--- config.mk ---
export PLATFORM = sky130hd
export DESIGN_NAME = gtb_table
export DESIGN_NICKNAME = d
export VERILOG_FILES = /design/src/hdl/gtb_pkg.sv /design/src/hdl/gtb_table.sv
export SDC_FILE = /design/constraint.sdc
export NUM_CORES = 2
export LEC_CHECK = 0
export ABC_AREA = 0
export ABC_CLOCK_PERIOD_IN_PS = 4900
export BUFFER_PORTS_ARGS = -buffer_cell sky130_fd_sc_hd__buf_2
export CAP_MARGIN = 20
export CORE_ASPECT_RATIO = 0.5
export CORE_MARGIN = 10
export CORE_UTILIZATION = 45
export DETAILED_ROUTE_END_ITERATION = 7
export PLACE_DENSITY = 0.67
export SKIP_LAST_GASP = 1
export SYNTH_ARGS = -nofsm -noshare
export SYNTH_HDL_FRONTEND = slang
export SYNTH_SLANG_ARGS = --single-unit
export TNS_END_PERCENT = 20
--- constraint.sdc ---
create_clock -name i_clk -period 4.9 [get_ports i_clk]
set_clock_uncertainty 0.15 [all_clocks]
set_input_delay 0.49 -clock i_clk [delete_from_list [all_inputs] [get_ports i_clk]]
set_output_delay 0.49 -clock i_clk [all_outputs]
set_load 0.03 [all_outputs]
--- src/hdl/gtb_pkg.sv ---
package gtb_pkg;

    // Table geometry: STEPS + 1 entries, indexed by a 7-bit stop or entry index.
    localparam int STEPS     = 100;
    localparam int TBL_DEPTH = STEPS + 1;
    localparam int IDX_W     = 7;

    // Colour channels: red, green, blue, alpha, eight bits each.
    localparam int CH_W   = 8;
    localparam int CH_NUM = 4;

    // Slope division: one quotient bit per cycle over a channel-wide dividend.
    localparam int DIV_STEPS = CH_W;
    localparam int CNT_W     = $clog2(DIV_STEPS + 1);

    // Signed slope quotient and signed running quotient of the fill.
    localparam int DQ_W = CH_W + 1;
    localparam int Q_W  = CH_W + 2;

    // One table word; element 0 is red in bits 7..0, element 3 is alpha.
    typedef logic [CH_NUM-1:0][CH_W-1:0] t_rgba;

    typedef logic signed [DQ_W-1:0] t_dq;

    typedef enum logic [1:0] {
        OP_START = 2'd0,
        OP_ADD   = 2'd1,
        OP_READ  = 2'd2
    } t_op;

    typedef enum logic [2:0] {
        ST_IDLE,
        ST_LOAD,
        ST_SLOPE,
        ST_FILL,
        ST_READ
    } t_state;

    // Write request to the gradient table.
    typedef struct packed {
        logic             en;
        logic [IDX_W-1:0] addr;
        t_rgba            data;
    } t_tbl_wr;

endpackage

--- src/hdl/gtb_table.sv ---
module gtb_table import gtb_pkg::*; (
    input  logic             i_clk,
    input  logic             i_rst_n,
    input  t_tbl_wr          i_wr,
    input  logic             i_clear,
    input  logic             i_rd_en,
    input  logic [IDX_W-1:0] i_rd_addr,
    output t_rgba            o_rd_data
);

    t_rgba                r_mem [TBL_DEPTH];
    logic [TBL_DEPTH-1:0] r_valid;
    logic [TBL_DEPTH-1:0] n_valid;
    t_rgba                r_rd_data;
    logic                 r_rd_ok;

    // An entry never written since reset or the last clear reads as zero.
    always_comb begin
        n_valid = i_clear ? '0 : r_valid;
        if (i_wr.en) begin
            n_valid[i_wr.addr] = 1'b1;
        end
    end

    always_ff @(posedge i_clk) begin
        if (i_wr.en) begin
            r_mem[i_wr.addr] <= i_wr.data;
        end
        if (i_rd_en) begin
            r_rd_data <= r_mem[i_rd_addr];
        end
    end

    always_ff @(posedge i_clk) begin
        if (!i_rst_n) begin
            r_valid <= '0;
            r_rd_ok <= 1'b0;
        end else begin
            r_valid <= n_valid;
            if (i_rd_en) begin
                r_rd_ok <= r_valid[i_rd_addr];
            end
        end
    end

    assign o_rd_data = r_rd_ok ? r_rd_data : '0;

endmodule

### After elaboration in Yosys (flattened, before gate mapping)

Memory sizes are Yosys's and may differ from the RTL's. A register that Yosys moved wholly into a read port is not among the register bits.
Index checks and enable logic that the tools add are counted.

| cells by class | value |
|---|---|
| order comparisons | 3 |
| mux-type cells | 9 |
| bitwise logic cells | 1 |
| reductions and logical operators | 1 |

Operators by type and width:

| cell | number |
|---|---|
| $mux W101 | 2 |
| $or A101 B101 Y101 | 1 |
| $mux W32 | 1 |
| $lt A7 B8 Y1 const B | 2 |
| $bmux W1 S7 | 1 |
| $demux W1 S7 | 1 |
| $ge A7 B1 Y1 const B | 1 |
| $mux W1 | 4 |
| $logic_and A1 B1 Y1 | 1 |

| storage, ports and cells | value |
|---|---|
| register bits | 102 |
| memory bits (writable) | 3,232 |
| word-level logic and storage cells | 17 |
| memories kept | 1 |

Memory list:

| memory | depth | width | rd ports | clocked after memory_dff | write ports | RTL line | text |
|---|---|---|---|---|---|---|---|
| r_mem | 101 | 32 | 1 | 1 | 1 | gtb_table.sv:11 | `t_rgba r_mem [TBL_DEPTH];` |

### Logic depth before layout (Yosys ltp)

| logic depth | value |
|---|---|
| depth in word-level cells | 6 |
| gate-level depth with buffers | 13 |
| mapped depth without buffers | 6 |

### Least setup slack after synthesis

Ideal clock, no wire load.

| timing | value |
|---|---|
| path kind | input-to-reg |
| start point | input port i_wr[37] (netlist name) |
| end point | memory r_mem[56][0] (netlist name) (enable) |
| arrival time | 4.096 ns |
| required time | 4.245 ns |
| setup slack | 0.149 ns |
| cell stages on the path | 3 |
| path through | nor2b_1 nand4_1 nor4_1 |

RTL lines:

| element | RTL line | text |
|---|---|---|
| start: declaration | gtb_table.sv:4 | `input t_tbl_wr i_wr,` |
| end: declaration | gtb_table.sv:11 |  |

No word-level cell before the write port.

==> out/results.tsv <==
metric	value	unit
critPathKind	in -> reg	
worstPathMaxFanout	53	
synth_nets	6067	
die_h	400	um
setup_viol_count_final	0	
grt_max_degree	102	
end_kind	flop	
seqCellArea	0.100	sq mm
wirelength	376000	um
finalHoldViolCount	0	
drv_cap	0	
fin_ws	1.22	ns
rsz0062_at_grt	false	
portBuffers	82	
viasPerCell	6.43	
max-vdd-ir-drop	270	uV
ctsResizeCount	0	
track_usage	23.7	%
cp-start-kind	input pin	
antenna_found_initial	34	
mostFrequentLayoutCells	edfxtp_1 (3264), mux4_2 (762), buf_4 (353), clkbuf_16 (315), mux2i_1 (312)	
synth-seq-cells	3366	
layout_commonest_cell	edfxtp_1	
dr.pass1.iters	7	
start_util	45.2	%
synth_edf_count	3264	
grt_pass1_vias	64500	
synth_ff_type	edfxtp_1	
async_reset_ff_share	0	%
min_period	3.68	ns
fin_crit_sh	75.1	%
ant_nets	0	
p_leak	46.5	nW
hpwl	226000	um
drive_above_1_share	26.5	%
drt_iter0_markers	11200	
overflow	0	
post-route-drc-count	0	
hold_path.class	in -> reg	
area_growth	13.4	%
postCtsSetupRepairBufs	0	
status	finished, final reports clean	
max_freq	272	MHz
worst_pin_slew	1.40	ns
cts_tree	yes	
htreeDepth	5	
maxSlewHeadroom	6.87	%
num_vias	67600	
clock_path_buffers	4	
cts_root_buf	clkbuf_16	
globalplace.congestion	0.912	
yosys_warnings	0	
path_clk_slew	0.06	ns
wl_per_cell	35.8	um
ys_seq_area_share	77.2	%
cts-hold-fix-buffers	16	
core_area	0.287	sq mm
arrival	4.13	ns
dpl_worst_slack	0.418	ns
hold_depth	1	
worstPathRequired	5.35	ns
grt_pass1_wl	521000	um
die_w	779	um
placement_rows	139	
setup_tns	0	ns
syn_area	0.130	sq mm
synth.avg_cell_area	21.5	sq um
syn_inst	6016	
num-nets-final	6506	
ys_types	62	
io-pin-count	83	
cts_made_buffers	306	
report.final.slew_viol_count	0	
power_density	397	mW/mm^2
die-area	0.311	sq mm
fillers	21900	
worstRegToRegCells	6	
insertion_delay	0.88	ns
clock_sinks	3366	
multi_input_area	0.0284	sq mm
[cell usage after synthesis (all sizes together) (5+ instances only)]
| cell | count | share of area [%] |
|---|---|---|
| edfxtp | 3264 | 76 |
| mux4 | 762 | 13 |
| mux2i | 312 | 2.4 |
| buf | 208 | 1.1 |
| nand2 | 195 | 0.56 |
| nor2 | 145 | 0.42 |
| clkbuf | 136 | 0.40 |
| a22oi | 129 | 0.75 |
| nor2b | 124 | 0.60 |
| dfxtp | 102 | 1.6 |
| o21a | 102 | 0.59 |
| a21oi | 67 | 0.26 |
| and2 | 55 | 0.27 |
| nand3 | 53 | 0.20 |
| o21ai | 53 | 0.20 |
| a211oi | 44 | 0.25 |
| o22ai | 39 | 0.19 |
| a31oi | 37 | 0.18 |
| a221oi | 25 | 0.17 |
| mux2 | 21 | 0.18 |
| nor3 | 21 | 0.081 |
| a22o | 17 | 0.11 |
| nand2b | 11 | 0.053 |
| o211ai | 8 | 0.046 |
| o221ai | 8 | 0.054 |
| nand4 | 6 | 0.029 |
| o32ai | 6 | 0.041 |
| a311oi | 5 | 0.034 |
| a32o | 5 | 0.039 |
| o2111ai | 5 | 0.034 |
[final timing paths]
check / slack [ns] / end / start
hold reg to reg: 0.42 / r_valid[59] / r_valid[59]
hold / removal: 0.03 / r_mem[72][11] / i_wr[11]
setup / recovery: 1.22 / r_rd_data[21] / i_rd_addr[0]
setup reg to reg: 1.61 / r_rd_data[21] / r_mem[56][21]
[logic make-up after synthesis]
group | Yosys count | share of synthesized area, %
muxes | 1095 | 15.8
DFF | 3366 | 77.2
AOI/OAI and AO/OA | 583 | 3.19
and+or+nand+nor | 622 | 2.28
buffers and inverters | 350 | 1.53
[final cells by class]
type                    count  share of cell area [%]
inverters                   6                  0.0204
clock inverters           151                   0.848
multi-input cells        2300                    19.3
well taps                3807                    3.24
clock buffers             387                    5.59
diodes                     12                  0.0204
flip-flops and latches   3366                    68.0
repair buffers            475                    2.91
[critical path: stages]
cell and delay [ns]:
buf_12 0.44, buf_12 0.30, buf_4 0.34, mux4_2 0.56, mux2i_1 0.21, o22ai_1 0.15
nor4_1 1.11, buf_4 0.29, o32ai_1 0.09
[metal layers]
metal / global-route usage (%) / wire length (um)
met1: 34.3 / 146000
met2: 34.3 / 165000
met3: 6.26 / 48900
met4: 9.28 / 16300
met5: 0 / 147
[sequential cells by signal (all words and copies together), names as in the netlist]
| signal | flops |
|---|---|
| r_mem | 3232 |
| r_rd_data | 32 |
| r_rd_ok | 1 |
| r_valid | 101 |
[stage by stage]
step	hold WS [ns]	power [W]	instances	cell area, sq um	util (%)
final	0.0295	0.0584	10500	147000	51.3
after global routing	0.0402	0.0598	10500	147000	51.3
after CTS	0.00331	0.0585	10500	147000	51.2
after detailed placement	0.403	0.0356	9926	137000	47.8
after global placement	0.401	0.0356	9926	137000	47.8
after floorplan	0.386	0.0339	6016	130000	-
[power breakdown]
group	leakage (nW)	internal, W	switching, W
sequential	30.2	0.0317	0.0000693
combinational	11.7	0.00109	0.00226
clock	4.62	0.0129	0.0104
total	46.5	0.0457	0.0127
No activity file was read; power rests on OpenSTA's default activity.
