<file path="src/hdl/gtb_pkg.sv">
package gtb_pkg;

    // Table geometry: STEPS + 1 entries, indexed by a 7-bit stop or entry index.
    localparam int STEPS     = 100;
    localparam int TBL_DEPTH = STEPS + 1;
    localparam int IDX_W     = 7;

    // Colour channels: red, green, blue, alpha, eight bits each.
    localparam int CH_W   = 8;
    localparam int CH_NUM = 4;

    // Slope division: one quotient bit per cycle over a channel-wide dividend.
    localparam int DIV_STEPS = CH_W;
    localparam int CNT_W     = $clog2(DIV_STEPS + 1);

    // Signed slope quotient and signed running quotient of the fill.
    localparam int DQ_W = CH_W + 1;
    localparam int Q_W  = CH_W + 2;

    // One table word; element 0 is red in bits 7..0, element 3 is alpha.
    typedef logic [CH_NUM-1:0][CH_W-1:0] t_rgba;

    typedef logic signed [DQ_W-1:0] t_dq;

    typedef enum logic [1:0] {
        OP_START = 2'd0,
        OP_ADD   = 2'd1,
        OP_READ  = 2'd2
    } t_op;

    typedef enum logic [2:0] {
        ST_IDLE,
        ST_LOAD,
        ST_SLOPE,
        ST_FILL,
        ST_READ
    } t_state;

    // Write request to the gradient table.
    typedef struct packed {
        logic             en;
        logic [IDX_W-1:0] addr;
        t_rgba            data;
    } t_tbl_wr;

endpackage

</file>
<file path="src/hdl/gtb_slope.sv">
module gtb_slope import gtb_pkg::*; (
    input  logic             i_clk,
    input  logic             i_rst_n,
    input  logic             i_go,
    input  t_rgba            i_start,
    input  t_rgba            i_end,
    input  logic [IDX_W-1:0] i_span,
    output logic             o_done,
    output t_dq              o_dq [CH_NUM],
    output logic [IDX_W-1:0] o_dr [CH_NUM]
);

    logic             r_busy;
    logic             r_done;
    logic [CNT_W-1:0] r_cnt;
    logic [IDX_W-1:0] r_span;
    logic             r_neg [CH_NUM];
    logic [CH_W-1:0]  r_dvd [CH_NUM];
    logic [IDX_W-1:0] r_rem [CH_NUM];
    t_dq              r_dq  [CH_NUM];
    logic [IDX_W-1:0] r_dr  [CH_NUM];

    logic [CH_W:0]    diff  [CH_NUM];
    logic [CH_W:0]    shl   [CH_NUM];
    logic             ge    [CH_NUM];
    logic [CH_W:0]    sub   [CH_NUM];
    t_dq              qpos  [CH_NUM];

    // Restoring division of |end - start| by the span, one bit per cycle.
    always_comb begin
        for (int c = 0; c < CH_NUM; c++) begin
            diff[c] = {1'b0, i_end[c]} - {1'b0, i_start[c]};
            shl[c]  = {1'b0, r_rem[c], r_dvd[c][CH_W-1]};
            ge[c]   = shl[c] >= {2'b00, r_span};
            sub[c]  = shl[c] - {2'b00, r_span};
            qpos[c] = t_dq'({1'b0, r_dvd[c]});
        end
    end

    always_ff @(posedge i_clk) begin
        if (!i_rst_n) begin
            r_busy <= 1'b0;
            r_done <= 1'b0;
            r_cnt  <= '0;
        end else begin
            r_done <= 1'b0;
            if (i_go) begin
                r_busy <= 1'b1;
                r_cnt  <= '0;
            end else if (r_busy) begin
                if (r_cnt == CNT_W'(DIV_STEPS)) begin
                    r_busy <= 1'b0;
                    r_done <= 1'b1;
                end else begin
                    r_cnt <= r_cnt + 1'b1;
                end
            end
        end
    end

    always_ff @(posedge i_clk) begin
        if (i_go) begin
            r_span <= i_span;
            for (int c = 0; c < CH_NUM; c++) begin
                r_neg[c] <= diff[c][CH_W];
                r_dvd[c] <= diff[c][CH_W] ? CH_W'(-diff[c]) : diff[c][CH_W-1:0];
                r_rem[c] <= '0;
            end
        end else if (r_busy) begin
            for (int c = 0; c < CH_NUM; c++) begin
                if (r_cnt == CNT_W'(DIV_STEPS)) begin
                    // Turn the magnitude result into a floor quotient with a
                    // non-negative remainder.
                    if (r_neg[c] && (r_rem[c] != '0)) begin
                        r_dq[c] <= -qpos[c] - t_dq'(1);
                        r_dr[c] <= r_span - r_rem[c];
                    end else if (r_neg[c]) begin
                        r_dq[c] <= -qpos[c];
                        r_dr[c] <= '0;
                    end else begin
                        r_dq[c] <= qpos[c];
                        r_dr[c] <= r_rem[c];
                    end
                end else begin
                    r_dvd[c] <= {r_dvd[c][CH_W-2:0], ge[c]};
                    r_rem[c] <= ge[c] ? sub[c][IDX_W-1:0] : shl[c][IDX_W-1:0];
                end
            end
        end
    end

    assign o_done = r_done;
    assign o_dq   = r_dq;
    assign o_dr   = r_dr;

endmodule
</file>
<file path="config.mk">
export PLATFORM = sky130hd
export DESIGN_NAME = gtb_slope
export DESIGN_NICKNAME = d
export VERILOG_FILES = /design/src/hdl/gtb_pkg.sv /design/src/hdl/gtb_slope.sv
export SDC_FILE = /design/constraint.sdc
export NUM_CORES = 1
export LEC_CHECK = 0
export BUFFER_PORTS_ARGS = -buffer_cell sky130_fd_sc_hd__buf_2
export CAP_MARGIN = 40
export CORE_MARGIN = 8
export CORE_UTILIZATION = 57
export CTS_CLUSTER_SIZE = 24
export DETAILED_ROUTE_END_ITERATION = 7
export GPL_TIMING_DRIVEN = 0
export PLACE_DENSITY_LB_ADDON = 0.15
export SYNTH_ARGS = -nofsm -noshare
export SYNTH_HDL_FRONTEND = slang
export SYNTH_SLANG_ARGS = --single-unit
</file>
<file path="constraint.sdc">
create_clock -name i_clk -period 10.05 [get_ports i_clk]
set_input_delay 2.01 -clock i_clk [delete_from_list [all_inputs] [get_ports i_clk]]
set_output_delay 2.01 -clock i_clk [all_outputs]
set_load 0.01 [all_outputs]
</file>
# [Word-level counts from Yosys, hierarchy flattened]
# Memory sizes are Yosys's and may differ from the RTL's.
# Cells that the tools add are included.
[word_totals] reg_bits=77 ramBits=64 in_bits=74 output_inout_bits=65 wordCells=109 n_memories=3
[op_classes] add_sub_neg=25 magnitude_cmp=4 n_eq_ne=1 muxes=40 bitwise=12 n_reduce_logical=12
[memory_table] memory="r_dvd" words=4 word_bits=8 rd=4 rd_ports_with_merged_regs=0 write_ports=4 line_no="gtb_slope.sv:18" source="logic [CH_W-1:0] r_dvd [CH_NUM];"
[memory_table] memory="r_rem" words=4 word_bits=7 rd=4 rd_ports_with_merged_regs=0 write_ports=4 line_no="gtb_slope.sv:19" source="logic [IDX_W-1:0] r_rem [CH_NUM];"
[memory_table] memory="r_neg" words=4 word_bits=1 rd=4 rd_ports_with_merged_regs=0 write_ports=4 line_no="gtb_slope.sv:17" source="logic r_neg [CH_NUM];"
[op_table] op="2-to-1 mux 7 bit" n=16
[op_table] op="2-to-1 mux 9 bit" n=8
[op_table] op="2-to-1 mux 8 bit" n=8
[op_table] op="subtractor 7 bit" n=8
[op_table] op="negator 8 -> 9 bit" n=4
[op_table] op="subtractor 8 x 8 -> 9 bit" n=4
[op_table] op="subtractor 9 x 2 -> 9 bit, second input constant" n=4
[op_table] op=">= comparator 8 x 7 -> 1 bit" n=4
[op_table] op="negator 8 bit" n=4
[op_table] op="nonzero test 7 bit" n=4
[op_table] op="2-to-1 mux 1 bit" n=8
[op_table] op="bitwise OR 1 bit" n=8
[op_table] op="adder 4 x 1 -> 4 bit, second input constant" n=1
[op_table] op="equality test 4 bit, second input constant" n=1
[op_table] op="logical AND 1 bit" n=4
[op_table] op="inverter 1 bit" n=4
[op_table] op="AND reduction 3 bit" n=1
[op_table] op="OR reduction 3 bit" n=1
[op_table] op="AND reduction 2 bit" n=1
[op_table] op="OR reduction 2 bit" n=1

# [Logic depth before layout (Yosys ltp)]
[logic_depth] ltp_word=6 mapped_depth=12 mapped_depth_nobuf=12

# [Worst setup path after synthesis]
# Ideal clock, no wire load.
[synth_path] kind="input to register" from="input port i_go" to="register r_dq, in the netlist o_dq[0], enable pin" setup_ps=581 arrival_ps=6745 required_time_ps=9469 setup_slack_ps=2724 cell_stages=1 path_buffers=0 path_cell_list="nor3b_1"
[synth_via] elab_chain_cells=2
[synth_rtl] item="start: declaration" line_no="gtb_slope.sv:4" source="input logic i_go,"
[synth_rtl] item="inverter 1 bit (no source line)"
[synth_rtl] item="AND reduction 3 bit (no source line)"
[synth_rtl] item="end signal: indexed assignment" line_no="gtb_slope.sv:75" source="r_dq[c] <= -qpos[c] - t_dq'(1);"
[synth_rtl] item="end signal: indexed assignment" line_no="gtb_slope.sv:78" source="r_dq[c] <= -qpos[c];"
[synth_rtl] item="end signal: indexed assignment" line_no="gtb_slope.sv:81" source="r_dq[c] <= qpos[c];"
[synth_rtl] item="end: declaration" line_no="gtb_slope.sv:20" source="t_dq r_dq [CH_NUM];"
# No other way between the ends.
# A chain may end at the register's enable or synchronous reset.

==> results.md <==
* Total GRT Usage at 20.8%
* R2r setup slk at 6.83 ns
* Share of layout cells above drive strength 1 at 15.7%
* DP HPWL at around 19 mm
* Wire length per cell at around 16 um
* Slew Limit Fails at 0
* Ports at 139
* Top FF cell, synth: edfxtp_1
* Design Area, Final at approximately 13000 sq um
* Slew at the pin with the worst max-slew slack at 0.920 ns
* FF-to-FF path depth at 9
* Initial DRC Count at 658
* Worst Setup SP: i_end[16]
* Core area at 18800 sq um
* Drt total wl at around 25 mm
* Register bit total from synthesis at 141
* YS warnings at 0
* Via count at slightly below 9000
* TritonCTS clock tree: yes
* Unrepaired setup endpoints after global routing: no
* Antenna violations before repair at 2
* Top cell type's share of synthesized area at 37.0%
* Fin Setup TNS at 0 ns
* Ranking of synthesized cells by area: edfxtp_1 37%, ha_1 11%, xnor2_1 6.6%, xor2_1 3.9%, inv_1 3.7%
* Avg Inst Size Synth at between 9 and 10 sq um
* RR Endpoint: o_dr[20]$_DFFE_PP_
* Cell Rows at 50
* Worst setup path category: primary input to register
* Grt total ovfl at 0
* PD cells at ~180 nW/um^2
* DRC errors left at 0
* Root buffer cell: clkbuf_16
* Slew HR at 38.2%
* Async S/R FF share, synth at 0%
* Cts bufs inserted at 17
* GPL Wtd Cong at 0.881
* Nets at roughly 1500
* Post_cts resized at 0
* Status: completed
* Hold_buf cts at 0
* CTS Sinks at roughly 140
* Final setup vio count at 0
* Critical Path Stages at 11
* Top post-synthesis cells by count: 135 x edfxtp_1, 108 x inv_1, 98 x ha_1
* Synthesized Nets at 1335
* Clock Skews at between 0.01 and 0.015 ns
* Area after DPL at ~12000 sq um
* Vias in the first global route at 8439
* Layout fillers at 1474
* Worst vdd ir at 137 uV
* Crit path time final at between 4 and 5 ns
* Cell taking the most area after synthesis: edfxtp_1
* WP data arrival at ~4.2 ns
* Leakage power at 5.25 nW
* Pwr Total at between 2 and 2.5 mW
* First-pass GRT wire length at 40.3 mm
* H-tree depth at 4
* Register area at about 4200 sq um
* Number of synthesized flops with an enable pin at between 100 and 150
* Layout area overhead at 15.4%
* Die area at roughly 24000 sq um
* Post-Syn Area at 11000 sq um
* Initial DRT Pass Iterations at 5
* Drt via density at between 5 and 6
* CP endpoint: r_dvd[0][22]$_DFFE_PP_
* CP Capture Type: register
* CP max FO at 8
* Period utilization at 40.5%
* CP top delay family: compound AO/OA/AOI/OAI gates
* Crit path launch type: primary input
* Chip width at around 150 um
* Max-cap violations at 0
* Final hold vios at 0
* Area of the multi-input gates at 6240 sq um
* Worst path slowest cell: o41ai_2
* Clk Latency, worst-skew pair at 0.42 ns
* R2r startpoint: r_span[1]$_DFFE_PP_
* Largest net degree at the start of global routing at 62
* CP required at roughly 10 ns
* Most frequent cell after synthesis: edfxtp_1
* Hold Crit Class: register to register
* CP Cell Sequence: buf_2 -> inv_1 -> ha_1 -> inv_1 -> fa_1 -> a21oi_1 -> o22ai_1 -> o41ai_2 -> o31ai_1 -> xor2_1 -> a21oi_1
* Fmax at approximately 0.25 GHz
* Clk pin slew, worst setup/hold paths at 0.06 ns
* Sequential share of the synthesized area at 38.1%
* Port Buf Inserts at about 140
* Clock Tree Buf Depth at 2
* Post-DRT Antenna Nets at 0
* Max stage delay on crit path at between 0.6 and 0.7 ns
* Die Y at 155 um
* Worst Path Buf+Inv at 3
* Post-CTS setup buffers at 0
* Distinct cells, synth at 68
* Cells after synthesis at 1151
* Initial Util at 58.4%
-- how the worst min path moves through the flow --
| stage | startpoint | to | depth (start not counted) |
|---|---|---|---|
| global placement | r_cnt[1]$_SDFFE_PP0P_ | r_cnt[1]$_SDFFE_PP0P_ | 2 |
| detailed placement | r_cnt[1]$_SDFFE_PP0P_ | r_cnt[1]$_SDFFE_PP0P_ | 2 |
| CTS | r_cnt[1]$_SDFFE_PP0P_ | r_cnt[1]$_SDFFE_PP0P_ | 2 |
| finish | r_cnt[1]$_SDFFE_PP0P_ | r_cnt[1]$_SDFFE_PP0P_ | 2 |
| global route | r_cnt[1]$_SDFFE_PP0P_ | r_cnt[1]$_SDFFE_PP0P_ | 2 |
| floorplan | r_cnt[1]$_SDFFE_PP0P_ | r_cnt[1]$_SDFFE_PP0P_ | 2 |
-- layout by cell type, fill, tap and decap left out, drive strengths merged, types with 8 or more instances in the layout --
| cell | instances |
|---|---|
| o22ai | 24 |
| a21oi | 61 |
| nor3 | 35 |
| xnor2 | 83 |
| ha | 98 |
| o2bb2ai | 26 |
| nor4 | 16 |
| nand2 | 92 |
| o31ai | 9 |
| nor2b | 23 |
| edfxtp | 135 |
| or3 | 13 |
| o21ai | 68 |
| a21o | 13 |
| xor2 | 49 |
| a31oi | 10 |
| nand3 | 22 |
| nand2b | 41 |
| fa | 12 |
| clkbuf | 48 |
| nor2 | 75 |
| buf | 154 |
| clkinv | 8 |
| inv | 108 |
| or4 | 10 |
-- cells by family (layout without fill, tap and decap cells) --
| family | Yosys count | after routing | share of synthesized area (%) |
|---|---|---|---|
| AO/OA/AOI/OAI | 253 | 253 | 14.9 |
| XOR/XNOR | 132 | 132 | 10.6 |
| adder cells (fa/ha/maj) | 110 | 110 | 13.4 |
| buffers and inverters | 146 | 323 | 5.09 |
| flip-flops | 141 | 141 | 38.1 |
| multiplexers | 12 | 12 | 1.16 |
| other | 0 | 2 | 0 |
| AND/OR/NAND/NOR | 357 | 357 | 16.8 |
-- power by group --
part           leakage (nW)  internal, mW  switching [mW]  total [mW]
Sequential             1.36         0.740          0.0607       0.801
Combinational          3.58         0.328           0.417       0.745
Clock                 0.312         0.438           0.243       0.681
Total                  5.25          1.51           0.721        2.23
-- cell type report --
cell class,instances,area share (%)
clock buffers,19,3.42
multi-input cells,864,49.3
repair buffers,145,5.91
clock inverters,13,1.55
flip-flops and latches,141,33.0
plain buffers,38,1.21
inverters,108,3.21
well taps,234,2.32
diodes,2,0.0396
-- worst min-delay path, delay by kind of cell (launching register included) --
| kind | cells | cell delay [ns] |
|---|---|---|
| flip-flops | 1 | 0.34 |
| AND/OR/NAND/NOR | 1 | 0.06 |
| AO/OA/AOI/OAI | 1 | 0.05 |
-- per-stage QoR --
| stage | hold slack [ns] | worst slack (ns) | std cells | utilization [%] |
|---|---|---|---|---|
| after floorplan | 0.466 | 2.72 | 1151 | - |
| after global placement | 0.486 | -0.0817 | 1523 | 63.6 |
| after detailed placement | 0.486 | 5.49 | 1530 | 64.0 |
| after CTS | 0.495 | 5.96 | 1562 | 67.3 |
| after global routing | 0.524 | 5.82 | 1564 | 67.4 |
| final | 0.499 | 5.98 | 1564 | 67.4 |
-- metal layers --
metal  global-route usage [%]  part of all wire [%]  wire [um]  vias to the layer above
met5                        0                     0          0                        -
met4                     8.03                   2.9        721                        0
met3                     4.15                   5.8       1460                       45
met2                     35.6                    48      12000                      247
met1                     25.6                    43      10800                     4136
li1                         -                     -          -                     4453
-- flip-flops by register name (all words and copies together) (netlist names) --
name	flops
o_done	1
o_dq	36
o_dr	28
r_busy	1
r_cnt	4
r_dvd	32
r_neg	4
r_rem	28
r_span	7
Power figures use the tool's default switching activity.
